<file path="src/mdq_pkg.sv">
// ----------------------------------------------------------------------------
// mdq_pkg
// shared types and codes for the multi-discipline queue
// ----------------------------------------------------------------------------
package mdq_pkg;

  // queue disciplines held in the mode register
  localparam logic [1:0] MODE_FIFO   = 2'd0;
  localparam logic [1:0] MODE_LIFO   = 2'd1;
  localparam logic [1:0] MODE_SORTED = 2'd2;
  localparam logic [1:0] MODE_PRIO   = 2'd3;

  // access status codes
  localparam logic [1:0] ST_PUSHED = 2'd0;
  localparam logic [1:0] ST_POPPED = 2'd1;
  localparam logic [1:0] ST_EMPTY  = 2'd2;
  localparam logic [1:0] ST_FULL   = 2'd3;

  // operation codes
  localparam logic OP_PUSH = 1'b0;
  localparam logic OP_POP  = 1'b1;

  typedef struct packed {
    logic               operation;
    logic signed [31:0] data_value;
    logic        [7:0]  priority_req;
  } in_word_t;

  typedef struct packed {
    logic signed [31:0] popped_value;
    logic        [1:0]  status;
  } out_word_t;

  typedef struct packed {
    logic [31:0] value;
    logic [7:0]  prio;
  } entry_t;

  // controller to datapath
  typedef struct packed {
    logic load;
    logic push_step;
    logic pop_step;
    logic out_load;
  } dp_cmd_t;

  // datapath to controller
  typedef struct packed {
    logic in_op;
    logic full;
    logic empty;
    logic done;
  } dp_status_t;

endpackage

</file>
<file path="src/mdq_ctrl.sv">
// ----------------------------------------------------------------------------
// mdq_ctrl
// sequencer for accept, memory sweep and result hand-off
// ----------------------------------------------------------------------------
module mdq_ctrl import mdq_pkg::*; (
  input  logic       clk,
  input  logic       rst,
  input  logic       item_valid,
  output logic       item_stall,
  output logic       result_valid,
  input  logic       result_stall,
  output dp_cmd_t    cmd,
  input  dp_status_t status
);

  typedef enum logic [3:0] {
    S_IDLE   = 4'b0001,
    S_PUSH   = 4'b0010,
    S_POP    = 4'b0100,
    S_FINISH = 4'b1000
  } state_t;

  state_t state, state_next;
  logic   item_take;
  logic   out_free;

  assign item_stall = (state != S_IDLE);
  assign item_take  = item_valid && !item_stall;
  assign out_free   = !result_valid || !result_stall;

  always_comb begin
    state_next = state;
    cmd        = '0;
    case (state)
      S_IDLE: begin
        if (item_take) begin
          cmd.load = 1'b1;
          if (status.in_op == OP_PUSH) begin
            state_next = status.full ? S_FINISH : S_PUSH;
          end else begin
            state_next = status.empty ? S_FINISH : S_POP;
          end
        end
      end
      S_PUSH: begin
        cmd.push_step = 1'b1;
        if (status.done) state_next = S_FINISH;
      end
      S_POP: begin
        cmd.pop_step = 1'b1;
        if (status.done) state_next = S_FINISH;
      end
      S_FINISH: begin
        if (out_free) begin
          cmd.out_load = 1'b1;
          state_next   = S_IDLE;
        end
      end
      default: begin
        state_next = S_IDLE;
      end
    endcase
  end

  always_ff @(posedge clk) begin
    if (rst) begin
      state        <= S_IDLE;
      result_valid <= 1'b0;
    end else begin
      state <= state_next;
      if (cmd.out_load) begin
        result_valid <= 1'b1;
      end else if (!result_stall) begin
        result_valid <= 1'b0;
      end
    end
  end

`ifndef SYNTHESIS
  a_finish_holds: assert property (@(posedge clk) disable iff (rst)
    (state == S_FINISH && result_valid && result_stall) |=> state == S_FINISH)
    else $error("result overwritten while stalled");
  a_load_idle: assert property (@(posedge clk) disable iff (rst)
    cmd.load |-> (state == S_IDLE && item_valid))
    else $error("item loaded outside idle");
  a_result_after_finish: assert property (@(posedge clk) disable iff (rst)
    $rose(result_valid) |-> $past(state) == S_FINISH)
    else $error("result raised without finish");
`endif

endmodule

</file>
<file path="src/mdq_datapath.sv">
// ----------------------------------------------------------------------------
// mdq_datapath
// entry memory, sweep counters, insert carry and result registers
// ----------------------------------------------------------------------------
module mdq_datapath import mdq_pkg::*; #(
  parameter int QUEUE_DEPTH = 16
) (
  input  logic       clk,
  input  logic       rst,
  input  logic       cfg_valid,
  input  logic [1:0] cfg_data,
  input  in_word_t   item,
  output out_word_t  result,
  input  dp_cmd_t    cmd,
  output dp_status_t status
);

  localparam int AW = (QUEUE_DEPTH > 1) ? $clog2(QUEUE_DEPTH) : 1;
  localparam int CW = $clog2(QUEUE_DEPTH + 1);
  localparam logic [CW-1:0] DEPTH_C = CW'(QUEUE_DEPTH);

  entry_t        mem [QUEUE_DEPTH];
  entry_t        rd_data;
  entry_t        carry;
  entry_t        wr_data;
  logic [AW-1:0] rd_addr;
  logic [AW-1:0] wr_addr;
  logic          wr_en;
  logic          issue;

  logic [1:0]    mode;
  in_word_t      held;
  out_word_t     res;
  logic [CW-1:0] count;
  logic [CW-1:0] rd_idx;
  logic [CW-1:0] d_idx;
  logic [CW-1:0] d_prev;
  logic [CW-1:0] pos;
  logic [CW-1:0] start;
  logic          pend;
  logic          found;
  logic          hit;
  logic          take_slot;

  assign status.in_op = item.operation;
  assign status.full  = (count == DEPTH_C);
  assign status.empty = (count == '0);
  assign status.done  = !pend && (rd_idx == count);

  assign issue   = (cmd.push_step || cmd.pop_step) && (rd_idx < count);
  assign rd_addr = rd_idx[AW-1:0];
  assign d_prev  = d_idx - 1'b1;

  // does the new entry go in front of the entry just read
  always_comb begin
    case (mode)
      MODE_FIFO:   hit = 1'b1;
      MODE_LIFO:   hit = 1'b0;
      MODE_SORTED: hit = (held.data_value >= $signed(rd_data.value));
      MODE_PRIO:   hit = (held.priority_req >= rd_data.prio);
      default:     hit = 1'b0;
    endcase
  end

  assign take_slot = cmd.push_step && pend && (found || hit);

  // first address of the sweep
  always_comb begin
    if (item.operation == OP_PUSH) begin
      start = (mode == MODE_LIFO) ? count : '0;
    end else begin
      start = (mode == MODE_SORTED) ? '0 : count - 1'b1;
    end
  end

  always_comb begin
    wr_en   = 1'b0;
    wr_addr = d_idx[AW-1:0];
    wr_data = carry;
    if (cmd.push_step) begin
      if (take_slot) begin
        wr_en = 1'b1;
      end else if (status.done) begin
        wr_en   = 1'b1;
        wr_addr = count[AW-1:0];
      end
    end else if (cmd.pop_step && pend && (d_idx != pos)) begin
      wr_en   = 1'b1;
      wr_addr = d_prev[AW-1:0];
      wr_data = rd_data;
    end
  end

  always_ff @(posedge clk) begin
    if (wr_en) mem[wr_addr] <= wr_data;
    if (issue) rd_data <= mem[rd_addr];
  end

  always_ff @(posedge clk) begin
    if (rst) begin
      count <= '0;
      mode  <= MODE_FIFO;
      pend  <= 1'b0;
      found <= 1'b0;
    end else begin
      if (cfg_valid) mode <= cfg_data;
      pend <= issue;
      if (cmd.load) begin
        found <= 1'b0;
      end else if (take_slot) begin
        found <= 1'b1;
      end
      if (cmd.push_step && status.done) begin
        count <= count + 1'b1;
      end else if (cmd.pop_step && status.done) begin
        count <= count - 1'b1;
      end
    end
  end

  always_ff @(posedge clk) begin
    if (cmd.load) begin
      held         <= item;
      carry.value  <= item.data_value;
      carry.prio   <= item.priority_req;
      rd_idx       <= start;
      pos          <= start;
      res.popped_value <= '0;
      if (item.operation == OP_PUSH) begin
        res.status <= status.full ? ST_FULL : ST_PUSHED;
      end else begin
        res.status <= status.empty ? ST_EMPTY : ST_POPPED;
      end
    end else if (issue) begin
      rd_idx <= rd_idx + 1'b1;
    end
    if (issue) d_idx <= rd_idx;
    if (take_slot) carry <= rd_data;
    if (cmd.pop_step && pend && (d_idx == pos)) begin
      res.popped_value <= $signed(rd_data.value);
    end
    if (cmd.out_load) result <= res;
  end

`ifndef SYNTHESIS
  a_push_grows: assert property (@(posedge clk) disable iff (rst)
    (cmd.push_step && status.done) |=> count == $past(count) + 1'b1)
    else $error("push did not grow the queue");
  a_pop_shrinks: assert property (@(posedge clk) disable iff (rst)
    (cmd.pop_step && status.done) |=> count == $past(count) - 1'b1)
    else $error("pop did not shrink the queue");
  a_read_live: assert property (@(posedge clk) disable iff (rst)
    pend |-> d_idx < count)
    else $error("read beyond live entries");
`endif

endmodule

</file>
<file path="src/multi_discipline_queue_top.sv">
// ----------------------------------------------------------------------------
// multi_discipline_queue_top
// bounded queue of value and priority entries with selectable discipline
// ----------------------------------------------------------------------------
// A bounded queue of up to QUEUE_DEPTH entries kept as one ordered list in a
// single-port-read, single-port-write memory. The mode register selects fifo,
// lifo, sorted by signed value (largest popped first) or priority (smallest
// priority popped first, oldest of its level). Each input word is a push or a
// pop and produces exactly one result word with a status; a pop on an empty
// queue and a push on a full one leave the queue untouched. One word is worked
// on at a time. Insertion in every mode but lifo and removal in sorted mode
// sweep the live entries once through the memory read port; lifo pushes and
// the other pops read at most one entry, and rejected accesses read none.
// Entries are not cleared at reset and need no clearing pass. Mode is to be
// written only while idle; the block itself does not enforce it.
// ----------------------------------------------------------------------------
module multi_discipline_queue_top import mdq_pkg::*; #(
  parameter int QUEUE_DEPTH = 16
) (
  input  logic       clk,
  input  logic       rst,
  // item channel
  input  logic       item_valid,
  output logic       item_stall,
  input  in_word_t   item,
  // result channel
  output logic       result_valid,
  input  logic       result_stall,
  output out_word_t  result,
  // mode register write
  input  logic       cfg_valid,
  output logic       cfg_ready,
  input  logic [1:0] cfg_data
);

  dp_cmd_t    cmd;
  dp_status_t status;

  // mode writes are always taken; they are to be made only while the queue is idle, which the block does not enforce
  assign cfg_ready = 1'b1;

  // sequencer: accept, sweep and result hand-off
  mdq_ctrl u_ctrl (
    .clk          (clk),
    .rst          (rst),
    .item_valid   (item_valid),
    .item_stall   (item_stall),
    .result_valid (result_valid),
    .result_stall (result_stall),
    .cmd          (cmd),
    .status       (status)
  );

  // entry memory and the insert or remove sweep
  mdq_datapath #(
    .QUEUE_DEPTH (QUEUE_DEPTH)
  ) u_datapath (
    .clk       (clk),
    .rst       (rst),
    .cfg_valid (cfg_valid && cfg_ready),
    .cfg_data  (cfg_data),
    .item      (item),
    .result    (result),
    .cmd       (cmd),
    .status    (status)
  );

endmodule

</file>
<file path="config.mk">
export PLATFORM = sky130hd
export DESIGN_NAME = multi_discipline_queue_top
export DESIGN_NICKNAME = d
export VERILOG_FILES = /design/src/mdq_pkg.sv /design/src/mdq_ctrl.sv /design/src/mdq_datapath.sv /design/src/multi_discipline_queue_top.sv
export SDC_FILE = /design/constraint.sdc
export NUM_CORES = 1
export LEC_CHECK = 0
export ABC_CLOCK_PERIOD_IN_PS = 18200
export BUFFER_PORTS_ARGS = -buffer_cell sky130_fd_sc_hd__buf_2
export CAP_MARGIN = 20
export CELL_PAD_IN_SITES_DETAIL_PLACEMENT = 1
export CELL_PAD_IN_SITES_GLOBAL_PLACEMENT = 1
export CORE_AREA = 10 10 251 253
export DETAILED_ROUTE_END_ITERATION = 8
export DIE_AREA = 0 0 261 263
export GPL_TIMING_DRIVEN = 0
export PLACE_DENSITY_LB_ADDON = 0.12
export SYNTH_ARGS = -nofsm -noshare
export SYNTH_HDL_FRONTEND = slang
export SYNTH_SLANG_ARGS = --single-unit
</file>
<file path="constraint.sdc">
create_clock -name clk -period 18.2 [get_ports clk]
set_input_delay 1.82 -clock clk [delete_from_list [all_inputs] [get_ports clk]]
set_output_delay 1.82 -clock clk [all_outputs]
set_load 0.005 [all_outputs]
</file>
==> results of run 1 <==
[cell usage in the layout (no fill, tap or decap), types with 4 or more instances in the layout]
cell	netlist	final
a21o_1	4	4
a21oi_1	20	19
a31oi_1	4	4
and2_1	4	4
buf_1	11	11
buf_12	4	16
buf_16	0	5
buf_2	14	96
buf_6	1	42
buf_8	0	18
bufinv_16	0	9
clkbuf_1	41	55
clkbuf_16	0	87
clkinv_1	1	27
clkinv_2	0	15
dfxtp_1	14	14
edfxtp_1	843	843
ha_1	49	49
inv_1	56	55
mux2_2	42	42
mux2_4	39	39
mux2i_1	4	4
mux4_2	200	200
nand2_1	29	29
nand2b_1	7	5
nand3_1	7	7
nand4_1	10	10
nor2_1	34	26
nor2_4	0	8
nor2b_1	4	4
nor3_1	9	9
nor3b_2	0	8
nor4_1	34	34
o211ai_1	5	5
o21a_1	4	4
o21ai_0	16	16
o22ai_1	6	6
xnor2_1	14	14
[sequential cells by signal, summed over array words and instances (netlist names)]
name	count
u_datapath.found	1
u_datapath.pos	5
u_datapath.res	34
u_datapath.result	34
u_datapath.held	40
u_datapath.carry	40
u_datapath.count	5
u_datapath.mode	2
u_ctrl.state	4
u_datapath.rd_idx	5
u_ctrl.result_valid	1
u_datapath.pend	1
u_datapath.mem	640
u_datapath.rd_data	40
u_datapath.d_idx	5
[path summary, 6_finish.rpt]
check	from	endpoint	slack [ns]	depth (start not counted)
max	u_datapath.rd_idx[0]$_DFFE_PP_	u_datapath.mem[1][33]$_DFFE_PP_	12.32	15
min	u_datapath.res[21]$_DFFE_PP_	u_datapath.result[21]$_DFFE_PP_	0.42	0
max reg2reg	u_datapath.rd_idx[0]$_DFFE_PP_	u_datapath.mem[1][33]$_DFFE_PP_	12.32	15
min reg2reg	u_datapath.res[21]$_DFFE_PP_	u_datapath.result[21]$_DFFE_PP_	0.42	0
[power by group through the flow]
stage / Sequential, uW / Combinational [uW] / Clock, uW
floorplan: 2380 / 528 / 0
global placement: 2390 / 752 / 0
detailed placement: 2390 / 814 / 0
CTS: 2350 / 826 / 1740
global route: 2360 / 873 / 1820
finish: 2350 / 823 / 1720
[stage by stage]
| stage | power (uW) | area, um2 |
|---|---|---|
| after floorplan | 2910 | 33900 |
| after global placement | 3150 | 35300 |
| after detailed placement | 3210 | 36500 |
| after CTS | 4920 | 39200 |
| after global routing | 5050 | 39200 |
| final | 4900 | 39200 |
[layout make-up]
cell class	instances	area, um2
timing repair buffer	160	1540
tap	773	967
fill	4633	19000
clock inverter	51	450
inverter	57	218
multi-input combinational	587	7890
sequential	857	25600
clock buffer	101	2230
buffer	72	364
[kinds of logic (layout without fill, tap and decap cells)]
| group | count (synthesis) | in the layout |
|---|---|---|
| compound gates | 78 | 78 |
| fa+ha+maj | 49 | 49 |
| buf+inv | 129 | 441 |
| simple gates | 157 | 157 |
| other cells | 1 | 1 |
| mux | 285 | 285 |
| flops | 857 | 857 |
| xor+xnor | 17 | 17 |
[routing by layer]
metal,routed length [um],track usage [%]
met5,0,0
met4,2370,8.08
met2,47500,45.8
met3,6920,4.37
met1,33500,34.4
==> flow_metrics.env, run 1 <==
export IMPL_area_growth_pct=15.6
export IMPL_synth_top_family_by_area="multiplexers"
export IMPL_fin_ws_ns=12.32
export IMPL_end_kind="flop"
export IMPL_switching_share_pct=25.0
export IMPL_insertion_delay_ns=0.63
export IMPL_crit_chain="buf_2 > buf_2 > buf_1 > inv_1 > ha_1 > inv_1 > nor3_1 > nand2_1 > o22ai_1 > nand2_1 > nor3b_2 > buf_6 > buf_6 > buf_6 > buf_6"
export IMPL_dieArea_mm2=0.0686
export IMPL_intPower_uw=3670
export IMPL_synth_common_cells="edfxtp_1, mux4_2, inv_1"
export IMPL_routed_wl_um=90300
export IMPL_crit_path_frequent_cell="buf_6"
export IMPL_ctsResizeCount=0
export IMPL_dp_slack_ns=12.46
export IMPL_synth_top_cell_by_area="edfxtp_1"
export IMPL_synth_edff_count=843
export IMPL_cp_buffers_inverters=9
export IMPL_overflow=0
export IMPL_final_hold_viol_count=0
export IMPL_drt_pass1_iter_count=5
export IMPL_cts_tree="yes"
export IMPL_synth_mux_area_share_pct=16.5
export IMPL_synth_compound_area_share_pct=1.54
export IMPL_cpMaxStageDelayCell="nor3b_2"
export IMPL_yosys_warnings=0
export IMPL_yosys_area_share_simple_pct=2.57
export IMPL_synthesis_nets=1670
export IMPL_portBuffers=82
export IMPL_synthArstFlopShare_pct=0
export IMPL_die_w_um=261
export IMPL_synthXorXnorAreaFrac_pct=0.439
export IMPL_holdWs_ns=0.417
export IMPL_drt_initial_drc_count=2126
export IMPL_cpPeakStageDelay_ns=1.00
export IMPL_drv_cap=0
export IMPL_synth_seq_area_share_pct=75.4
export IMPL_clockRootBuffer="clkbuf_16"
export IMPL_fin_crit_ns=5.88
export IMPL_required_ns=18.53
export IMPL_worstSetupPathType="reg -> reg"
export IMPL_slew_violations=0
export IMPL_outcome="completed"
export IMPL_synth_most_common_cell="edfxtp_1"
export IMPL_layout_drive_gt1_share_pct=32.0
export IMPL_synth_main_ff_cell="edfxtp_1"
export IMPL_hpwl_um=58400
export IMPL_rows=89
export IMPL_setup_viol=0
export IMPL_grt_pass1_vias=18468
export IMPL_diodes=0
export IMPL_cts_setup_buffers=0
export IMPL_hold_buffers=0
export IMPL_cts_buffers=86
export IMPL_drtAntennaViolNets=0
export IMPL_rsz0062_at_grt="no"
export IMPL_antenna_found_initial=0
export IMPL_routabilityCongestion=0.807
export IMPL_syn_mean_instance_area_um2=21.6
export IMPL_finalNonFillerCells=2658
export IMPL_finalSetupTns_ns=0
export IMPL_critPathArrivalTime_ns=6.21
export IMPL_cts_buffer_depth=3
export IMPL_switching_power_uw=1220
export IMPL_critPathTopFamily="buffers and inverters"
export IMPL_p_leak_uw=0.0129
export IMPL_die_h_um=263
export IMPL_viasPerCell=6.49
export IMPL_worst_pin_slew_ns=1.20
export IMPL_max_slew_margin_rel_pct=17.9
export IMPL_yosysUniqueCellTypes=58
export IMPL_start_kind="flop"
export IMPL_clock_fmax_mhz=170
export IMPL_clkPwrFrac_pct=35.1
export IMPL_route_detailed_drc=0
export IMPL_ys_top_cells_by_area="edfxtp_1, mux4_2, ha_1, mux2_4, mux2_2"
export IMPL_grt_max_degree=46
export IMPL_route_vias_total=17252
export IMPL_powerDensity_mw_per_mm2=125
export IMPL_fin_crit_sh_pct=32.3
export IMPL_initial_core_util_pct=58.3
export IMPL_clock_sinks=857
export IMPL_synth_top_cell_area_share_pct=74.6
export IMPL_hold_class="reg -> reg"
export IMPL_combPwrFrac_pct=16.8
export IMPL_clkSlewWorstSetupHoldPaths_ns=0.06
export IMPL_nets=1918
export IMPL_fin_skew_ns=0.0247
export IMPL_coreArea_mm2=0.0582
export IMPL_io_pins=85
export IMPL_netlist_instances=1573
export IMPL_grt_pass1_wl_um=131000
export IMPL_cp_max_fo=10
export IMPL_track_usage_pct=26.6
export IMPL_placedCellCount=2504
export IMPL_drt_wirelength_per_cell_um=34.0
export IMPL_netlist_area_mm2=0.0339
export IMPL_yosys_area_share_adder_pct=1.81
export IMPL_vdd_drop_max_v=0.0000837
export IMPL_power_frac_seq_pct=48.1
export IMPL_post_route_util_pct=67.4
export IMPL_yosys_register_bits=857
export IMPL_htree_levels=3
Note: power is estimated with default switching activity, not from simulation.
==> run 2, diff against run 1 <==
ABC_CLOCK_PERIOD_IN_PS = 5690   (was 18200)
CORE_AREA = 10 10 260 262   (was 10 10 251 253)
DIE_AREA = 0 0 270 272   (was 0 0 261 263)
clock period = 5.69 ns   (was 18.2 ns; I/O delays follow)
==> run 2 against run 1 <==
Compared with the run above: first-iteration DRC count is 3.6% lower; routed wire length fell by 1.3%; sequential share of layout area is 0.35 points lower; clock skew down 0.0081 ns; global-route usage decreased by 2.3 points; die area is 7.0% higher; count of clock-buffer cells in the layout grew 9; register-to-register slack got worse by 12 ns; worst setup slack lost 12 ns; combinational power increased to 3.2 times the previous value; total power grew to 3.2 times the previous value; largest power group unchanged.
==> flow_metrics.env, run 2 (synthesis gave the netlist of run 1 again) <==
export IMPL_diodes=0
export IMPL_layout_drive_gt1_share_pct=32.1
export IMPL_holdPathEnd="u_datapath.held[14]$_DFFE_PP_"
export IMPL_cts_tree="yes"
export IMPL_cpPeakStageDelay_ns=1.15
export IMPL_drv_cap=0
export IMPL_cp_max_fo=7
export IMPL_max_slew_margin_rel_pct=14.9
export IMPL_hold_path_startpoint="item[14]"
export IMPL_track_usage_pct=24.3
export IMPL_whs_path_depth=1
export IMPL_hpwl_um=57400
export IMPL_antenna_found_initial=1
export IMPL_route_detailed_drc=0
export IMPL_die_w_um=270
export IMPL_power_frac_seq_pct=48.2
export IMPL_end_kind="flop"
export IMPL_routed_wl_um=89100
export IMPL_cts_buffers=87
export IMPL_drtAntennaViolNets=0
export IMPL_grt_max_degree=46
export IMPL_cts_buffer_depth=3
export IMPL_fin_crit_sh_pct=89.3
export IMPL_setup_viol=0
export IMPL_worstRegToRegCells=12
export IMPL_switching_share_pct=25.1
export IMPL_critPathArrivalTime_ns=5.42
export IMPL_dieArea_mm2=0.0734
export IMPL_outcome="completed"
export IMPL_largest_register_ffs=640
export IMPL_grt_pass1_wl_um=129000
export IMPL_route_vias_total=17093
export IMPL_dp_slack_ns=0.0551
export IMPL_worstSetupPathType="reg -> reg"
export IMPL_drt_wirelength_per_cell_um=32.6
export IMPL_clkSlewWorstSetupHoldPaths_ns=0.06
export IMPL_portBuffers=82
export IMPL_slew_violations=0
export IMPL_stdcell_area_mm2=0.0395
export IMPL_reg2reg_to="u_datapath.mem[5][4]$_DFFE_PP_"
export IMPL_overflow=0
export IMPL_vdd_drop_max_v=0.000244
export IMPL_ff2ff_setup_slack_ns=0.61
export IMPL_fin_crit_ns=5.08
export IMPL_cpMaxStageDelayCell="a2111oi_0"
export IMPL_drt_pass1_iter_count=6
export IMPL_p_leak_uw=0.0129
export IMPL_worst_pin_slew_ns=1.26
export IMPL_insertion_delay_ns=0.64
export IMPL_viasPerCell=6.25
export IMPL_clock_fmax_mhz=197
export IMPL_htree_levels=3
export IMPL_die_h_um=272
export IMPL_coreArea_mm2=0.0625
export IMPL_placedCellCount=2578
export IMPL_clkPwrFrac_pct=35.0
export IMPL_nets=1921
export IMPL_intPower_uw=11700
export IMPL_io_pins=85
export IMPL_fin_ws_ns=0.607
export IMPL_crit_chain="inv_1 > ha_1 > nand4_1 > a2111oi_0 > o31ai_2 > nand4b_2 > a41oi_1 > buf_4 > nor3b_2 > buf_6 > buf_6 > buf_6"
export IMPL_combPwrFrac_pct=16.9
export IMPL_finalNonFillerCells=2736
export IMPL_switching_power_uw=3930
export IMPL_grt_pass1_vias=18080
export IMPL_mostFrequentLayoutCell="edfxtp_1"
export IMPL_crit_path_frequent_cell="buf_6"
export IMPL_fin_skew_ns=0.0167
export IMPL_final_cell_mix="edfxtp_1, mux4_2, buf_2"
export IMPL_final_hold_viol_count=0
export IMPL_clockRootBuffer="clkbuf_16"
export IMPL_cts_setup_buffers=0
export IMPL_drt_initial_drc_count=2049
export IMPL_r2r_start="u_datapath.rd_data[23]$_DFFE_PP_"
export IMPL_post_route_util_pct=63.1
export IMPL_routabilityCongestion=0.779
export IMPL_clock_sinks=857
export IMPL_area_growth_pct=16.3
export IMPL_powerDensity_mw_per_mm2=396
export IMPL_placedInstanceArea_mm2=0.0367
export IMPL_rsz0062_at_grt="no"
export IMPL_start_kind="flop"
export IMPL_required_ns=6.03
export IMPL_finalPower_uw=15600
export IMPL_largest_register="u_datapath.mem"
export IMPL_initial_core_util_pct=54.3
export IMPL_hold_class="in -> reg"
export IMPL_rows=92
## run 2: changes by cell type in the layout (fill, tap and decap cells not counted), moves of 4 or more
cell and delta:
buf_16 +5, bufinv_16 -4, clkbuf_1 +6, clkinv_2 -4
## run 2: cell type report
cell class / count / area, um2
timing repair buffer: 163 / 1660
buffer: 71 / 360
clock buffer: 110 / 2330
inverter: 57 / 218
sequential: 857 / 25600
fill: 5140 / 23000
clock inverter: 45 / 349
multi-input combinational: 587 / 7890
tap: 846 / 1060
## run 2: critical path: cells and delay by family, from the launching register on
kind | cells | cell delay [ns]
simple gates | 3 | 1.52
buf+inv | 5 | 0.93
compound gates | 3 | 1.58
flops | 1 | 0.39
fa+ha+maj | 1 | 0.34
## run 2: through the flow
step	hold slack (ns)	TNS [ns]
4_1_cts	0.0987	0
3_3_place_gp	0.401	-2812.06
6_report	0.121	0
3_5_place_dp	0.406	0
5_1_grt	0.104	0
2_1_floorplan	0.400	-116.09
## run 2: timing repair
item                                    4_1_cts  5_1_grt
hold buffers                                  0        0
resized for setup                             0        1
endpoints found under the setup margin        0       79
## run 2: power groups by stage
stage	Combinational, uW	Sequential [uW]	Clock, uW
2_1_floorplan	1690	7620	0
3_3_place_gp	2440	7660	0
3_5_place_dp	2640	7650	0
4_1_cts	2650	7520	5540
5_1_grt	2810	7540	5810
6_report	2640	7520	5460
## run 2: worst max path at each step
stage | from | to | slack, ns | cells past startpoint
after global routing | u_datapath.rd_idx[0]$_DFFE_PP_ | u_datapath.mem[15][8]$_DFFE_PP_ | 0.38 | 14
final | u_datapath.rd_data[23]$_DFFE_PP_ | u_datapath.mem[5][4]$_DFFE_PP_ | 0.61 | 12
after global placement | u_datapath.rd_idx[0]$_DFFE_PP_ | u_datapath.mem[7][5]$_DFFE_PP_ | -6.17 | 12
after detailed placement | u_datapath.rd_idx[0]$_DFFE_PP_ | u_datapath.mem[11][5]$_DFFE_PP_ | 0.06 | 15
after floorplan | u_datapath.rd_idx[0]$_DFFE_PP_ | u_datapath.mem[13][0]$_DFFE_PP_ | -0.48 | 12
after CTS | u_datapath.rd_idx[0]$_DFFE_PP_ | u_datapath.mem[11][3]$_DFFE_PP_ | 0.03 | 15
## run 2: routing by layer
metal  GRT usage, %  share of wire (%)  up-vias
met2           40.6                 50      730
li1               -                  -     7030
met1           32.1                 40     9207
met5              0                  0        -
met4           6.59                2.3        0
met3           5.16                7.6      126
